[src/rtl/dldc_pkg.sv]
// Package for the two-channel cold/warm LED dimmer.
// Holds command and preset codes, the controller state struct and the percent-to-duty table.
// No dependencies.
`timescale 1ns / 1ps
`default_nettype none

package dldc_pkg;

    localparam int DUTY_MAX    = 8191;
    localparam int DUTY_W      = 13;
    localparam int PCT_W       = 8;
    localparam int LEVEL_W     = 7;
    localparam int PCT_FULL    = 100;
    localparam int PCT_HALF    = 50;
    localparam int FADE_INC    = 3;
    localparam int FADE_BOTTOM = 5;

    typedef enum logic [2:0] {
        CMD_STEP_UP   = 3'd0,
        CMD_STEP_DOWN = 3'd1,
        CMD_FADE_TICK = 3'd2,
        CMD_SET_COLD  = 3'd3,
        CMD_SET_WARM  = 3'd4,
        CMD_SET_BOTH  = 3'd5
    } cmd_t;

    typedef enum logic [1:0] {
        PRESET_OFF       = 2'd0,
        PRESET_COLD_FULL = 2'd1,
        PRESET_WARM_FULL = 2'd2,
        PRESET_BOTH_HALF = 2'd3
    } preset_t;

    typedef struct packed {
        preset_t             preset;
        logic                dual_mode;
        logic                cold_selected;
        logic [LEVEL_W-1:0]  fade_level;
        logic                fade_falling;
        logic [DUTY_W-1:0]   cold_duty;
        logic [DUTY_W-1:0]   warm_duty;
    } dim_state_t;

    typedef logic [0:PCT_FULL][DUTY_W-1:0] duty_lut_t;

    // floor(DUTY_MAX * p / 100) for p = 0..100, kept to the duty width
    function automatic duty_lut_t build_duty_lut();
        duty_lut_t lut;
        for (int i = 0; i <= PCT_FULL; i++)
        begin
            lut[i] = DUTY_W'((DUTY_MAX * i) / PCT_FULL);
        end
        return lut;
    endfunction

    localparam duty_lut_t DUTY_LUT = build_duty_lut();

endpackage

`default_nettype wire

[src/rtl/dldc_step.sv]
// Next-state logic of the dimmer: presets, fade triangle, direct set and update flags.
// Purely combinational; uses dldc_pkg.
`timescale 1ns / 1ps
`default_nettype none

module dldc_step (
    input  dldc_pkg::dim_state_t          cur,
    input  logic [2:0]                    cmd,
    input  logic [dldc_pkg::PCT_W-1:0]    cold_percent,
    input  logic [dldc_pkg::PCT_W-1:0]    warm_percent,
    output dldc_pkg::dim_state_t          nxt,
    output logic                          cold_update,
    output logic                          warm_update
);

    localparam int LW = dldc_pkg::LEVEL_W;

    logic                       cold_drive;
    logic                       warm_drive;
    logic [LW-1:0]              cold_pct;
    logic [LW-1:0]              warm_pct;
    logic [LW-1:0]              peak;
    logic [LW-1:0]              lvl;
    logic                       dual;
    logic [dldc_pkg::DUTY_W-1:0] cold_new;
    logic [dldc_pkg::DUTY_W-1:0] warm_new;
    dldc_pkg::preset_t          preset_new;

    // percents above full scale saturate; result indexes the duty table
    function automatic logic [LW-1:0] pct_sat(input logic [dldc_pkg::PCT_W-1:0] p);
        if (p > dldc_pkg::PCT_W'(dldc_pkg::PCT_FULL))
            return LW'(dldc_pkg::PCT_FULL);
        else
            return p[LW-1:0];
    endfunction

    always_comb
    begin
        nxt        = cur;
        cold_drive = 1'b0;
        warm_drive = 1'b0;
        cold_pct   = '0;
        warm_pct   = '0;
        peak       = cur.dual_mode ? LW'(dldc_pkg::PCT_HALF) : LW'(dldc_pkg::PCT_FULL);
        lvl        = cur.fade_level;
        dual       = cur.dual_mode;
        preset_new = cur.preset;

        case (cmd)
            dldc_pkg::CMD_STEP_UP, dldc_pkg::CMD_STEP_DOWN:
            begin
                if (cmd == dldc_pkg::CMD_STEP_UP)
                    preset_new = dldc_pkg::preset_t'(cur.preset + 2'd1);
                else
                    preset_new = dldc_pkg::preset_t'(cur.preset - 2'd1);
                nxt.preset = preset_new;
                cold_drive = 1'b1;
                warm_drive = 1'b1;
                // fade direction is kept across a preset load
                case (preset_new)
                    dldc_pkg::PRESET_OFF:
                    begin
                        nxt.dual_mode     = 1'b0;
                        nxt.fade_level    = '0;
                        nxt.cold_selected = 1'b1;
                    end
                    dldc_pkg::PRESET_COLD_FULL:
                    begin
                        nxt.dual_mode     = 1'b0;
                        nxt.fade_level    = LW'(dldc_pkg::PCT_FULL);
                        nxt.cold_selected = 1'b1;
                        cold_pct          = LW'(dldc_pkg::PCT_FULL);
                    end
                    dldc_pkg::PRESET_WARM_FULL:
                    begin
                        nxt.dual_mode     = 1'b0;
                        nxt.fade_level    = LW'(dldc_pkg::PCT_FULL);
                        nxt.cold_selected = 1'b0;
                        warm_pct          = LW'(dldc_pkg::PCT_FULL);
                    end
                    default:
                    begin
                        nxt.dual_mode     = 1'b1;
                        nxt.fade_level    = LW'(dldc_pkg::PCT_HALF);
                        nxt.cold_selected = 1'b1;
                        cold_pct          = LW'(dldc_pkg::PCT_HALF);
                        warm_pct          = LW'(dldc_pkg::PCT_HALF);
                    end
                endcase
            end
            dldc_pkg::CMD_FADE_TICK:
            begin
                if (!cur.fade_falling)
                begin
                    if (cur.fade_level >= peak)
                    begin
                        nxt.fade_falling = 1'b1;
                        lvl = cur.fade_level - LW'(dldc_pkg::FADE_INC);
                    end
                    else
                        lvl = cur.fade_level + LW'(dldc_pkg::FADE_INC);
                end
                else
                begin
                    // bottom of the triangle: turn around and swap single/dual
                    if (cur.fade_level <= LW'(dldc_pkg::FADE_BOTTOM))
                    begin
                        nxt.fade_falling = 1'b0;
                        dual = !cur.dual_mode;
                        lvl  = cur.fade_level + LW'(dldc_pkg::FADE_INC);
                    end
                    else
                        lvl = cur.fade_level - LW'(dldc_pkg::FADE_INC);
                end
                nxt.fade_level = lvl;
                nxt.dual_mode  = dual;
                cold_drive     = 1'b1;
                warm_drive     = 1'b1;
                if (dual)
                begin
                    cold_pct = pct_sat({1'b0, lvl});
                    warm_pct = pct_sat({1'b0, lvl});
                end
                else if (cur.cold_selected)
                    cold_pct = pct_sat({1'b0, lvl});
                else
                    warm_pct = pct_sat({1'b0, lvl});
            end
            dldc_pkg::CMD_SET_COLD:
            begin
                cold_drive = 1'b1;
                cold_pct   = pct_sat(cold_percent);
            end
            dldc_pkg::CMD_SET_WARM:
            begin
                warm_drive = 1'b1;
                warm_pct   = pct_sat(warm_percent);
            end
            dldc_pkg::CMD_SET_BOTH:
            begin
                cold_drive = 1'b1;
                warm_drive = 1'b1;
                cold_pct   = pct_sat(cold_percent);
                warm_pct   = pct_sat(warm_percent);
            end
            default:
            begin
                cold_drive = 1'b0;
            end
        endcase

        cold_new = dldc_pkg::DUTY_LUT[cold_pct];
        warm_new = dldc_pkg::DUTY_LUT[warm_pct];
        if (cold_drive)
            nxt.cold_duty = cold_new;
        if (warm_drive)
            nxt.warm_duty = warm_new;
        cold_update = cold_drive && (cold_new != cur.cold_duty);
        warm_update = warm_drive && (warm_new != cur.warm_duty);
    end

endmodule

`default_nettype wire

[src/rtl/dual_led_dimmer_controller.sv]
// Two-channel cold/warm LED dimmer controller, top level.
// Input register, dldc_step next-state logic, state and result registers; uses dldc_pkg.
//
// Usage:
//   Input channel (in_valid/in_ready) carries one command word: cmd, cold_percent,
//   warm_percent. Output channel (out_valid/out_ready) returns one result word per
//   command: cold_duty, warm_duty, the two update flags and preset_mode.
//   An accepted word passes the input register, then the result register (two register
//   stages); out_valid rises as the word moves into the result register.
//   Throughput: one word per cycle while out_ready is high, set by the single input
//   register stage and the single result register; the dimmer state updates as a word
//   moves into the result register.
//   Stall: when out_ready is low the result holds; one more word waits in the input
//   register, then in_ready drops until the result is taken.
//   Reset (rst_n low): both stages empty, preset off, single mode, cold selected,
//   fade level 5 rising, both duties 0.
//   Unused command codes return the current duties with both flags clear.
`timescale 1ns / 1ps
`default_nettype none

module dual_led_dimmer_controller (
    input  logic                          clk,
    input  logic                          rst_n,
    input  logic                          in_valid,
    output logic                          in_ready,
    input  logic [2:0]                    cmd,
    input  logic [dldc_pkg::PCT_W-1:0]    cold_percent,
    input  logic [dldc_pkg::PCT_W-1:0]    warm_percent,
    output logic                          out_valid,
    input  logic                          out_ready,
    output logic [dldc_pkg::DUTY_W-1:0]   cold_duty,
    output logic [dldc_pkg::DUTY_W-1:0]   warm_duty,
    output logic                          cold_update,
    output logic                          warm_update,
    output logic [1:0]                    preset_mode
);

    logic                         in_valid_reg;
    logic [2:0]                   cmd_reg;
    logic [dldc_pkg::PCT_W-1:0]   cold_pct_reg;
    logic [dldc_pkg::PCT_W-1:0]   warm_pct_reg;
    logic                         out_valid_reg;
    logic                         cold_upd_reg;
    logic                         warm_upd_reg;
    logic                         cold_upd_next;
    logic                         warm_upd_next;
    dldc_pkg::dim_state_t         state_reg;
    dldc_pkg::dim_state_t         state_next;
    logic                         advance;

    // result slot free or being emptied this cycle
    assign advance  = in_valid_reg && (!out_valid_reg || out_ready);
    assign in_ready = !in_valid_reg || advance;

    dldc_step u_step (
        .cur          (state_reg),
        .cmd          (cmd_reg),
        .cold_percent (cold_pct_reg),
        .warm_percent (warm_pct_reg),
        .nxt          (state_next),
        .cold_update  (cold_upd_next),
        .warm_update  (warm_upd_next)
    );

    always_ff @(posedge clk)
    begin
        if (in_valid && in_ready)
        begin
            cmd_reg      <= cmd;
            cold_pct_reg <= cold_percent;
            warm_pct_reg <= warm_percent;
        end
    end

    always_ff @(posedge clk or negedge rst_n)
    begin
        if (!rst_n)
        begin
            in_valid_reg            <= 1'b0;
            out_valid_reg           <= 1'b0;
            cold_upd_reg            <= 1'b0;
            warm_upd_reg            <= 1'b0;
            state_reg.preset        <= dldc_pkg::PRESET_OFF;
            state_reg.dual_mode     <= 1'b0;
            state_reg.cold_selected <= 1'b1;
            state_reg.fade_level    <= dldc_pkg::LEVEL_W'(dldc_pkg::FADE_BOTTOM);
            state_reg.fade_falling  <= 1'b0;
            state_reg.cold_duty     <= '0;
            state_reg.warm_duty     <= '0;
        end
        else
        begin
            if (in_ready)
                in_valid_reg <= in_valid;
            if (advance)
            begin
                state_reg     <= state_next;
                cold_upd_reg  <= cold_upd_next;
                warm_upd_reg  <= warm_upd_next;
                out_valid_reg <= 1'b1;
            end
            else if (out_ready)
                out_valid_reg <= 1'b0;
        end
    end

    // state only moves when the result slot is free, so it doubles as the result word
    assign out_valid   = out_valid_reg;
    assign cold_duty   = state_reg.cold_duty;
    assign warm_duty   = state_reg.warm_duty;
    assign cold_update = cold_upd_reg;
    assign warm_update = warm_upd_reg;
    assign preset_mode = state_reg.preset;

endmodule

`default_nettype wire

[config.mk]
export PLATFORM = sky130hd
export DESIGN_NAME = dual_led_dimmer_controller
export DESIGN_NICKNAME = d
export VERILOG_FILES = /design/src/rtl/dldc_pkg.sv /design/src/rtl/dldc_step.sv /design/src/rtl/dual_led_dimmer_controller.sv
export SDC_FILE = /design/constraint.sdc
export NUM_CORES = 1
export LEC_CHECK = 0
export ABC_AREA = 1
export ABC_CLOCK_PERIOD_IN_PS = 5300
export BUFFER_PORTS_ARGS = -buffer_cell sky130_fd_sc_hd__buf_2
export CORE_MARGIN = 4
export CORE_UTILIZATION = 30
export CTS_BUF_LIST = sky130_fd_sc_hd__clkbuf_4
export CTS_CLUSTER_SIZE = 12
export DETAILED_ROUTE_END_ITERATION = 12
export PLACE_DENSITY = 0.46
export SYNTH_ARGS = -nofsm -noshare
export SYNTH_HDL_FRONTEND = slang
export SYNTH_SLANG_ARGS = --single-unit
[constraint.sdc]
create_clock -name clk -period 5.3 [get_ports clk]
set_input_delay 0.53 -clock clk [delete_from_list [all_inputs] [get_ports clk]]
set_output_delay 0.53 -clock clk [all_outputs]
set_load 0.02 [all_outputs]
# Word level (Yosys, flattened, before mapping)
# Memory sizes are Yosys's and may differ from the RTL's.
# Index checks and enable logic that the tools add are counted.
[word_totals]
reg_bits = 61
out_inout_bits = 32
n_memories = 2
rom_bits = 3328
wordCells = 98
input_bits = 23
[mem_list]
columns = ["name", "words", "width", "read_ports", "rd_clocked_by_memory_dff", "write_ports", "line", "rtl"]
rows = [
  ["(no name shown)", 128, 13, 1, 0, 0, "dldc_step.sv:152", "cold_new = dldc_pkg::DUTY_LUT[cold_pct];"],
  ["(no name shown)", 128, 13, 1, 0, 0, "dldc_step.sv:153", "warm_new = dldc_pkg::DUTY_LUT[warm_pct];"],
]
[classes]
n_mux = 35
order_cmp = 7
n_reduce_logical = 25
bitwise = 2
add_sub_neg = 4
eq_ne = 9
[op_table]
columns = ["cell", "count"]
rows = [
  ["$mux W7", 12],
  ["$mux W13", 4],
  ["$pmux W7 S2", 3],
  ["$pmux W7 S3", 2],
  ["$pmux W9 S3", 1],
  ["$ne A13 B13 Y1", 2],
  ["$ge A8 B8 Y1 const B", 2],
  ["$gt A8 B7 Y1 const B", 2],
  ["$not A7 Y8", 2],
  ["$mux W1", 10],
  ["$reduce_and A2 Y1", 5],
  ["$reduce_or A2 Y1", 5],
  ["$reduce_or A5 Y1", 2],
  ["$add A7 B2 Y7 const B", 1],
  ["$ge A7 B7 Y1", 1],
  ["$gt A7 B7 Y1 const B", 1],
  ["$le A7 B3 Y1 const B", 1],
  ["$sub A7 B2 Y7 const B", 1],
  ["$eq A3 B2 Y1 const B", 2],
  ["$eq A3 B3 Y1 const B", 2],
  ["$logic_and A1 B1 Y1", 4],
  ["$mux W2", 2],
  ["$reduce_bool A2 Y1", 2],
  ["$eq A3 B1 Y1 const B", 1],
  ["other kinds (9)", 12],
]

# Logic depth before layout (Yosys ltp)
# Gate-level depths: netlist of the first run.
[depth]
depth_word = 16
depth_mapped = 35
ltp_nobuf = 34

# Hierarchy
# From an unflattened synthesis of the first run, not the netlist that was laid out.
[unflattened]
cells_unflattened = 1354
hier_area_um2 = 8001.4
[by_module_without_submodules]
columns = ["mod", "cells_per_inst", "area_each_um2", "seq_area_each_um2", "n_inst"]
rows = [
  ["dldc_step", 1124, 5526.6, 0.0, 1],
  ["dual_led_dimmer_controller", 230, 2474.9, 1625.3, 1],
]

# Least setup slack after synthesis of the first run
# No wires, ideal clock.
[synth_path]
path_kind = "reg-to-reg"
start = "register state_reg[29] in the netlist's numbering"
end = "register cold_upd_reg (netlist: cold_update)"
path_slack_ns = 1.568
path_buffers = 1
period_less_slack_ns = 3.732
setup_ns = 0.117
required_ns = 5.183
stages_incl_launch_ff = 31
arrival_time_ns = 3.615
cell_sequence = "dfstp_2 > ha_1 > or2_2 > nand3_2 > nand2_4 > nand2_2 > buf_6 > nand2_1 > nand2_1 > nand3_1 > nand2_1 > nand2_1 > o21ai_2 > inv_1 > ha_1 > inv_1 > nand3_1 > nand3_1 > nand2_1 > nand2_1 > nand3_1 > nand2_1 > nand2_1 > nand2_1 > nand2_1 > nand2_1 > nand3_1 > nor2_1 > nand3_1 > nand2_1 > nand2_1"
[synth_via]
elab_chain_cells = 15
elab_cells_between_ends = 22
cone_classes = "add/sub (2); order compare (3); eq/ne (1); mux (13); bitwise (1); reduce/logical (1); memory (1)"
[synth_lines]
columns = ["item", "line", "rtl"]
rows = [
  ["from (decl)", "dual_led_dimmer_controller.sv:47", "dldc_pkg::dim_state_t state_reg;"],
  ["from (signal assigned)", "dual_led_dimmer_controller.sv:97", "state_reg <= state_next;"],
  ["$add A7 B2 Y7, or another cell as far along", "dldc_step.sv:101, dldc_step.sv:110", ""],
  ["$mux W7, on equally long branches", "dldc_step.sv:95, dldc_step.sv:106", ""],
  ["$mux W7", "dldc_step.sv:93", "if (!cur.fade_falling)"],
  ["$mux W7", "dldc_step.sv:49", "case (cmd)"],
  ["$gt A7 B7 Y1", "dldc_step.sv:31", "if (p > dldc_pkg::PCT_W'(dldc_pkg::PCT_FULL))"],
  ["$mux W7", "dldc_step.sv:31", ""],
  ["$mux W7", "dldc_step.sv:124", "else if (cur.cold_selected)"],
  ["$mux W7 (*)", "dldc_step.sv:119", "if (dual)"],
  ["$pmux W7 S3 (*)", "dldc_step.sv:49", ""],
  ["$not A7 Y8 (not written as such) (*)", "dldc_step.sv:152", ""],
  ["$mem_v2 Z128 W13 (*)", "-", ""],
  ["$mux W13 (not written as such) (*) (2 in a row)", "dldc_step.sv:152", ""],
  ["$ne A13 B13 Y1 (*)", "dldc_step.sv:158", "cold_update = cold_drive && (cold_new != cur.cold_duty);"],
  ["$logic_and A1 B1 Y1 (*)", "dldc_step.sv:158", ""],
  ["to (signal assigned)", "dual_led_dimmer_controller.sv:98", "cold_upd_reg <= cold_upd_next;"],
  ["to (decl)", "dual_led_dimmer_controller.sv:43", "logic cold_upd_reg;"],
]
# Every way passes the cells marked *; elsewhere a longest branch is shown, timed or not. The select of a mux whose other input is x is not followed.
# A chain may end at the register's enable or synchronous reset.

# Worst setup path after layout of the first run
[layout_path]
start = "register state_reg[29] in the netlist's numbering"
end = "register warm_upd_reg (netlist: warm_update)"
[layout_via]
elab_chain_cells = 15
elab_cells_between_ends = 22
cone_classes = "add/sub (2); order compare (3); eq/ne (1); mux (13); bitwise (1); reduce/logical (1); memory (1)"
[layout_lines]
columns = ["item", "line", "rtl"]
rows = [
  ["$add A7 B2 Y7, or another cell as far along", "dldc_step.sv:101, dldc_step.sv:110", ""],
  ["$mux W7, on equally long branches", "dldc_step.sv:95, dldc_step.sv:106", ""],
  ["$mux W7", "dldc_step.sv:93", ""],
  ["$mux W7", "dldc_step.sv:49", ""],
  ["$gt A7 B7 Y1", "dldc_step.sv:31", ""],
  ["$mux W7", "dldc_step.sv:31", ""],
  ["$mux W7", "dldc_step.sv:124", ""],
  ["$mux W7 (*)", "dldc_step.sv:119", ""],
  ["$pmux W7 S3 (*)", "dldc_step.sv:49", ""],
  ["$not A7 Y8 (not written as such) (*)", "dldc_step.sv:153", ""],
  ["$mem_v2 Z128 W13 (*)", "-", ""],
  ["$mux W13 (not written as such) (*) (2 in a row)", "dldc_step.sv:153", ""],
  ["$ne A13 B13 Y1 (*)", "dldc_step.sv:159", "warm_update = warm_drive && (warm_new != cur.warm_duty);"],
  ["$logic_and A1 B1 Y1 (*)", "dldc_step.sv:159", ""],
  ["to (signal assigned)", "dual_led_dimmer_controller.sv:99", "warm_upd_reg <= warm_upd_next;"],
  ["to (decl)", "dual_led_dimmer_controller.sv:44", "logic warm_upd_reg;"],
]
# Marked as above.

==> results.py, run 1 <==
metrics = {
    "status": {
        "status": "finished, final reports clean",
    },
    "clock_network": {
        "htree_levels": 3,
        "clk_path_buf_depth": 2,
        "ctsResizeCount": 0,
        "tritoncts": "built",
        "holdBufCountCts": 0,
        "clock_transition_at_the_registers_of_the_reported_paths_ns": 0.12,
        "clock_latency_ns": 0.45,
        "cts_inserted_buffers": 9,
        "clkSinkCount": 61,
        "cts_setup_buffers": 0,
        "clock-root-buffer": "clkbuf_4",
    },
    "detailed_routing": {
        "drt_iter0_drc": 483,
        "route.top_layer_used": "met4",
        "met3_length_um": 878,
        "drtPass1Iterations": 5,
        "routed_wire_length_per_instance_um": 15.6,
        "met2WireLength_um": 11800,
        "drc": 0,
        "vias": 7775,
        "routedLengthMet1_um": 10600,
        "post_drt_via_cell_ratio": 5.02,
        "ant_nets": 0,
        "routed_wirelength_um": 24200,
    },
    "timing": {
        "max_freq_mhz": 220,
        "report.final.hold_viol_count": 0,
        "slew_headroom_pct": 55.5,
        "slew_violations": 0,
        "rsz0062_at_grt": "false",
        "worst_pin_slew_ns": 0.666,
        "worst_clock_skew_ns": 0.0215,
        "final.hold.worst_slack_ns": 0.159,
        "final_critical_path_setup_slack_ns": 0.760,
        "finalCriticalPeriod_ns": 4.54,
        "layout_worst_path_cycle_share_pct": 85.7,
        "setup_viol": 0,
        "fin_tns_setup_ns": 0,
    },
    "global_routing": {
        "grt_pass1_vias": 7539,
        "first_pass_grt_wire_length_um": 39300,
        "grt-ovfl-total": 0,
        "initial_antenna_violation_count": 1,
        "total_track_usage_pct": 18.3,
        "maximum_number_of_pins_on_one_net_before_global_route_repair": 47,
    },
    "min_path": {
        "hp-class": "in2async",
    },
    "placement": {
        "routabilityCongestion": 0.881,
        "dp_slack_ns": 0.811,
        "dp.final_hpwl_um": 18600,
        "io_buffers": 54,
    },
    "logic_synthesis": {
        "ys_warn_count": 0,
        "yosys.cell_count.top_type": "nand2_1",
        "synth_largest_area_cell": "nand2_1",
        "synthesis.instances": 1224,
        "synthDominantCellAreaShare_pct": 23.8,
        "syn_area_sq_um": 7330,
        "post_synth_main_area_contributors": "nand2_1, nand3_1, dfrtp_1",
        "netlist_top_cells_count": "nand2_1, nand3_1, inv_1, nor2_1, o21ai_0",
        "ys_dominant_reg_cell": "dfrtp_1",
        "synth-seq-area-share_pct": 22.2,
        "avgSynthCellArea_sq_um": 5.99,
        "flops_latches_synth": 61,
        "synth_edf_count": 19,
        "synth.net_count": 1283,
        "synth_async_sr_flop_share_pct": 68.9,
        "synth_cell_types": 49,
    },
    "floorplan": {
        "start_util_pct": 30.9,
        "core.rowCount": 56,
        "coreArea_sq_um": 23800,
        "die_area_sq_um": 27000,
        "die_height_um": 164,
        "floorplan.io_pins": 55,
        "floorplan.die.width_um": 164,
    },
    "critical_path": {
        "worst_ep_arrival_time_ns": 4.87,
        "crit_path_max_incr_delay_ns": 0.63,
        "required_time_of_the_critical_path_ns": 5.63,
        "critPathCaptureType": "register",
        "cp-start-kind": "register",
        "critical_path_peak_fanout": 14,
        "crit_path_frequent_cell": "nand2_1",
        "critical-path-slowest-cell": "dfstp_2",
        "timing.setup.critical_path_class": "reg2reg",
    },
    "power_and_ir_drop": {
        "cellInternalPower_mw": 2.00,
        "power.share.combinational_pct": 74.9,
        "p_switching_mw": 2.80,
        "p_seq_share_pct": 17.0,
        "p_per_area_nw_per_um2": 619,
        "leakage_nw": 4.10,
        "ir_drop_uv": 196,
        "switching_share_pct": 58.4,
        "share_clk_of_total_power_pct": 8.2,
    },
    "flow_run": {
        "cap_violations": 0,
    },
    "cells_and_area": {
        "fin_nets": 1284,
        "syn2layout_area_growth_pct": 5.68,
        "final_layout_size_suffix_gt1_share_pct": 11.4,
    },
}
==> cell type report <==
class / count / area, sq um
Tap cell: 319 / 399
Inverter: 116 / 437
Fill cell: 2679 / 16000
Antenna cell: 1 / 2.50
Sequential cell: 61 / 1630
Multi-Input combinational cell: 969 / 4750
Clock buffer: 11 / 82.6
Clock inverter: 5 / 75.1
Timing Repair Buffer: 68 / 375
==> metal layers <==
layer | vias up | global-route usage, %
li1 | 3961 | -
met1 | 3564 | 22.9
met2 | 194 | 31.8
met3 | 56 | 2.18
met4 | 0 | 7.51
met5 | - | 0
==> power by group through the flow <==
stage,Clock [mW],Sequential (mW),Combinational [mW]
2_1_floorplan,0,0.775,2.89
3_3_place_gp,0,0.830,3.62
3_5_place_dp,0,0.827,3.57
4_1_cts,0.410,0.816,3.59
5_1_grt,0.430,0.841,4.07
6_report,0.391,0.814,3.59
==> cell families (layout without fill, tap and decap cells) <==
| logic type | count (synthesis) | count (layout) | synth area share, % |
|---|---|---|---|
| and+or+nand+nor | 779 | 779 | 46.1 |
| buffers and inverters | 194 | 200 | 13.0 |
| AOI/OAI and AO/OA | 146 | 146 | 11.5 |
| DFF | 61 | 61 | 22.2 |
| adders and majority gates | 36 | 36 | 6.15 |
| xor gates and xnor gates | 8 | 8 | 1.06 |
| other | 0 | 1 | 0 |
==> cells in the final DEF (no fill, tap or decap), drive strengths merged <==
master | synthesis | layout
edfxtp | 19 | 19
a21boi | 2 | 2
o211ai | 9 | 9
xnor2 | 1 | 1
nand3 | 209 | 209
a31oi | 3 | 3
nor2 | 67 | 67
dfstp | 3 | 3
o21a | 2 | 2
nor3b | 1 | 1
xor2 | 7 | 7
ha | 36 | 36
clkinv | 3 | 6
nand3b | 11 | 11
buf | 67 | 68
nand2 | 482 | 482
o22ai | 2 | 2
a22oi | 5 | 5
or2 | 4 | 4
dfrtp | 39 | 39
clkbuf | 11 | 11
diode | 0 | 1
o21ai | 77 | 77
o21bai | 3 | 3
a31o | 2 | 2
o221ai | 1 | 1
nand4 | 1 | 1
inv | 113 | 113
nor3 | 4 | 4
bufinv | 0 | 2
o2111ai | 1 | 1
o31ai | 1 | 1
a21oi | 38 | 38
==> worst max-delay path: cells and delay by family (launching register included) <==
family | cells | cell delay [ns]
and+or+nand+nor | 21 | 2.67
adders and majority gates | 2 | 0.68
AOI/OAI and AO/OA | 2 | 0.21
DFF | 1 | 0.63
buffers and inverters | 1 | 0.23
==> final timing paths <==
| kind | start | end | slack, ns | cells after the start |
|---|---|---|---|---|
| worst min register to register | cold_update | cold_update | 0.51 | 2 |
| worst min-delay path | rst_n | warm_duty[1] | 0.16 | 2 |
| max in group asynchronous | rst_n | cold_duty[4] | 4.69 | 2 |
| worst max register to register | state_reg[29] | warm_update | 0.76 | 26 |
| worst max-delay path | state_reg[29] | warm_update | 0.76 | 26 |
| min in group clk | cold_percent[4] | cold_pct_reg[4] | 0.26 | 1 |
==> through the flow <==
stage | power (mW) | std cells | utilization (%) | instance area [sq um]
2_1_floorplan | 3.66 | 1224 | - | 7330
3_3_place_gp | 4.45 | 1533 | 31.9 | 7590
3_5_place_dp | 4.40 | 1533 | 31.9 | 7590
4_1_cts | 4.82 | 1549 | 32.6 | 7740
5_1_grt | 5.34 | 1550 | 32.6 | 7750
6_report | 4.79 | 1550 | 32.6 | 7750
Power figures use the tool's default switching activity.
==> run 2, diff against run 1 <==
ABC_AREA = 0   (was 1)
CORE_UTILIZATION = 28   (was 30)
PLACE_DENSITY = 0.43   (was 0.46)
SETUP_SLACK_MARGIN = 0.1   (was unset)
==> results.py, run 2 <==
metrics = {
    "detailed_routing": {
        "ant_nets": 0,
        "drtPass1Iterations": 5,
        "routed_wire_length_per_instance_um": 21.6,
        "vias": 9394,
        "routed_wirelength_um": 33600,
        "drc": 0,
        "post_drt_via_cell_ratio": 6.03,
        "drt_iter0_drc": 991,
    },
    "power_and_ir_drop": {
        "p_per_area_nw_per_um2": 582,
        "leakage_nw": 3.61,
        "share_clk_of_total_power_pct": 5.6,
        "p_switching_mw": 3.15,
        "p_seq_share_pct": 15.9,
        "cellInternalPower_mw": 2.31,
        "switching_share_pct": 57.7,
        "ir_drop_uv": 211,
        "power.share.combinational_pct": 78.5,
    },
    "critical_path": {
        "worst_path_dominant_cell_family": "compound AO/OA/AOI/OAI gates",
        "crit_path_max_incr_delay_ns": 0.76,
        "crit_path_frequent_cell": "or3_1",
        "timing.setup.critical_path_class": "reg2reg",
        "reg2reg_setup_slack_ns": 0.29,
        "critical_path.cell_chain": "ha_1 -> inv_1 -> a311oi_4 -> o21ai_2 -> or3_1 -> and3_1 -> a21o_1 -> buf_4 -> o311a_1 -> or3_1 -> a221oi_1 -> o311ai_0 -> nor4_1 -> o2111a_1 -> a41oi_1",
        "worst_ep_arrival_time_ns": 5.31,
        "critical-path-slowest-cell": "dfstp_4",
        "critical_path_buf_inv_count": 2,
        "cp-start-kind": "register",
        "required_time_of_the_critical_path_ns": 5.59,
        "critical_path_peak_fanout": 18,
        "critPathCaptureType": "register",
    },
    "logic_synthesis": {
        "ys_warn_count": 0,
        "yosys.cell_count.top_type": "nand2_1",
        "syn_area_sq_um": 8530,
        "synth_largest_area_cell": "dfrtp_1",
        "synth_cell_types": 97,
        "synth_edf_count": 19,
        "flops_latches_synth": 61,
        "ys_dominant_reg_cell": "dfrtp_1",
        "synth-seq-area-share_pct": 19.1,
        "synthDominantCellAreaShare_pct": 11.4,
        "netlist_top_cells_count": "nand2_1, a21oi_1, o21ai_0, nor2_1, clkbuf_1",
        "avgSynthCellArea_sq_um": 7.33,
        "synth.net_count": 1222,
        "synthesis.instances": 1163,
        "synth_async_sr_flop_share_pct": 68.9,
        "post_synth_main_area_contributors": "dfrtp_1, edfxtp_1, nand2_1",
    },
    "timing": {
        "rsz0062_at_grt": "false",
        "finalCriticalPeriod_ns": 5.01,
        "worst_pin_slew_ns": 1.28,
        "slew_headroom_pct": 14.5,
        "setup_viol": 0,
        "final.hold.worst_slack_ns": 0.184,
        "worst_clock_skew_ns": 0.0235,
        "final_critical_path_setup_slack_ns": 0.286,
        "fin_tns_setup_ns": 0,
        "report.final.hold_viol_count": 0,
        "layout_worst_path_cycle_share_pct": 94.6,
        "max_freq_mhz": 199,
        "slew_violations": 0,
    },
    "flow_run": {
        "cap_violations": 0,
    },
    "placement": {
        "dp_slack_ns": 0.255,
        "placed_area_sq_um": 9250,
        "io_buffers": 54,
        "routabilityCongestion": 0.904,
        "dp.final_hpwl_um": 24700,
    },
    "cells_and_area": {
        "final_layout_size_suffix_gt1_share_pct": 17.0,
        "fill_cells": 3231,
        "mostFrequentLayoutCells": "nand2_1, a21oi_1, o21ai_0",
        "final_common_cell": "nand2_1",
        "fin_nets": 1220,
        "syn2layout_area_growth_pct": 10.1,
        "final_area_sq_um": 9390,
    },
    "clock_network": {
        "clkSinkCount": 61,
        "cts_inserted_buffers": 9,
        "clock-root-buffer": "clkbuf_4",
        "ctsResizeCount": 0,
        "clock_transition_at_the_registers_of_the_reported_paths_ns": 0.14,
        "cts_setup_buffers": 0,
        "holdBufCountCts": 0,
        "clock_latency_ns": 0.44,
        "clk_path_buf_depth": 2,
        "htree_levels": 3,
        "tritoncts": "built",
    },
    "floorplan": {
        "die_height_um": 183,
        "die_area_sq_um": 33300,
        "floorplan.die.width_um": 183,
        "start_util_pct": 28.6,
        "floorplan.io_pins": 55,
        "core.rowCount": 63,
        "coreArea_sq_um": 29900,
    },
    "global_routing": {
        "initial_antenna_violation_count": 1,
        "total_track_usage_pct": 19.7,
        "grt_pass1_vias": 8879,
        "first_pass_grt_wire_length_um": 53000,
        "maximum_number_of_pins_on_one_net_before_global_route_repair": 54,
        "grt-ovfl-total": 0,
    },
    "status": {
        "status": "finished, final reports clean",
    },
    "min_path": {
        "hp-class": "in2async",
    },
}
[run 2: cell count changes in the layout (fill, tap and decap cells not counted), sizes merged, moves of 19 or more]
cell / delta
nand3: -178
nor2: +19
inv: -88
a211oi: +31
o211ai: +20
nand2: -356
a21oi: +52
xnor2: +19
buf: +61
nor3: +42
[run 2: metrics by stage]
stage | instances | util [%] | total power [mW]
global route | 1557 | 31.4 | 5.91
floorplan | 1163 | - | 3.89
finish | 1557 | 31.4 | 5.46
CTS | 1556 | 31.3 | 5.41
global placement | 1540 | 30.9 | 5.11
detailed placement | 1540 | 30.9 | 5.07
[run 2: layout make-up]
class | count | area (sq um) | area share [%]
clock buffer | 9 | 67.6 | 0.720
timing repair buffer | 129 | 908 | 9.67
clock inverter | 7 | 42.5 | 0.453
tap | 390 | 488 | 5.20
antenna | 1 | 2.50 | 0.0267
sequential | 61 | 1630 | 17.4
multi-input combinational | 932 | 6140 | 65.4
inverter | 28 | 106 | 1.13
[run 2: power by group through the flow]
| stage | Combinational, mW | Sequential [mW] | Clock, mW |
|---|---|---|---|
| 4_1_cts | 4.22 | 0.865 | 0.324 |
| 5_1_grt | 4.66 | 0.896 | 0.346 |
| 3_3_place_gp | 4.24 | 0.877 | 0 |
| 2_1_floorplan | 3.10 | 0.784 | 0 |
| 6_report | 4.29 | 0.866 | 0.307 |
| 3_5_place_dp | 4.20 | 0.876 | 0 |
[run 2: logic make-up after synthesis]
logic type / Yosys count / share of synthesized area (%)
flip-flops: 61 / 19.1
buffers and inverters: 170 / 9.96
XOR/XNOR: 27 / 2.95
multiplexers: 19 / 2.42
AND/OR/NAND/NOR: 394 / 22.2
adder cells (fa/ha/maj): 37 / 5.40
AO/OA/AOI/OAI: 455 / 38.0
[run 2: final timing paths]
kind                                       from              end  depth (start not counted)
worst max-delay path              state_reg[29]      cold_update                         15
worst min-delay path                      rst_n    state_reg[33]                          2
worst max register to register    state_reg[29]      cold_update                         15
worst min register to register     warm_duty[9]     warm_duty[9]                          2
max in group asynchronous                 rst_n    cold_duty[11]                          2
min in group clk                cold_percent[0]  cold_pct_reg[0]                          1
[run 2: routing by layer]
layer  vias to the layer above  track usage [%]  part of all wire, %
li1                       4419                -                    -
met1                      4548             27.0                   44
met2                       366             32.6                   48
met3                        61             2.03                  5.0
met4                         0             6.39                  3.1
met5                         -                0                    0
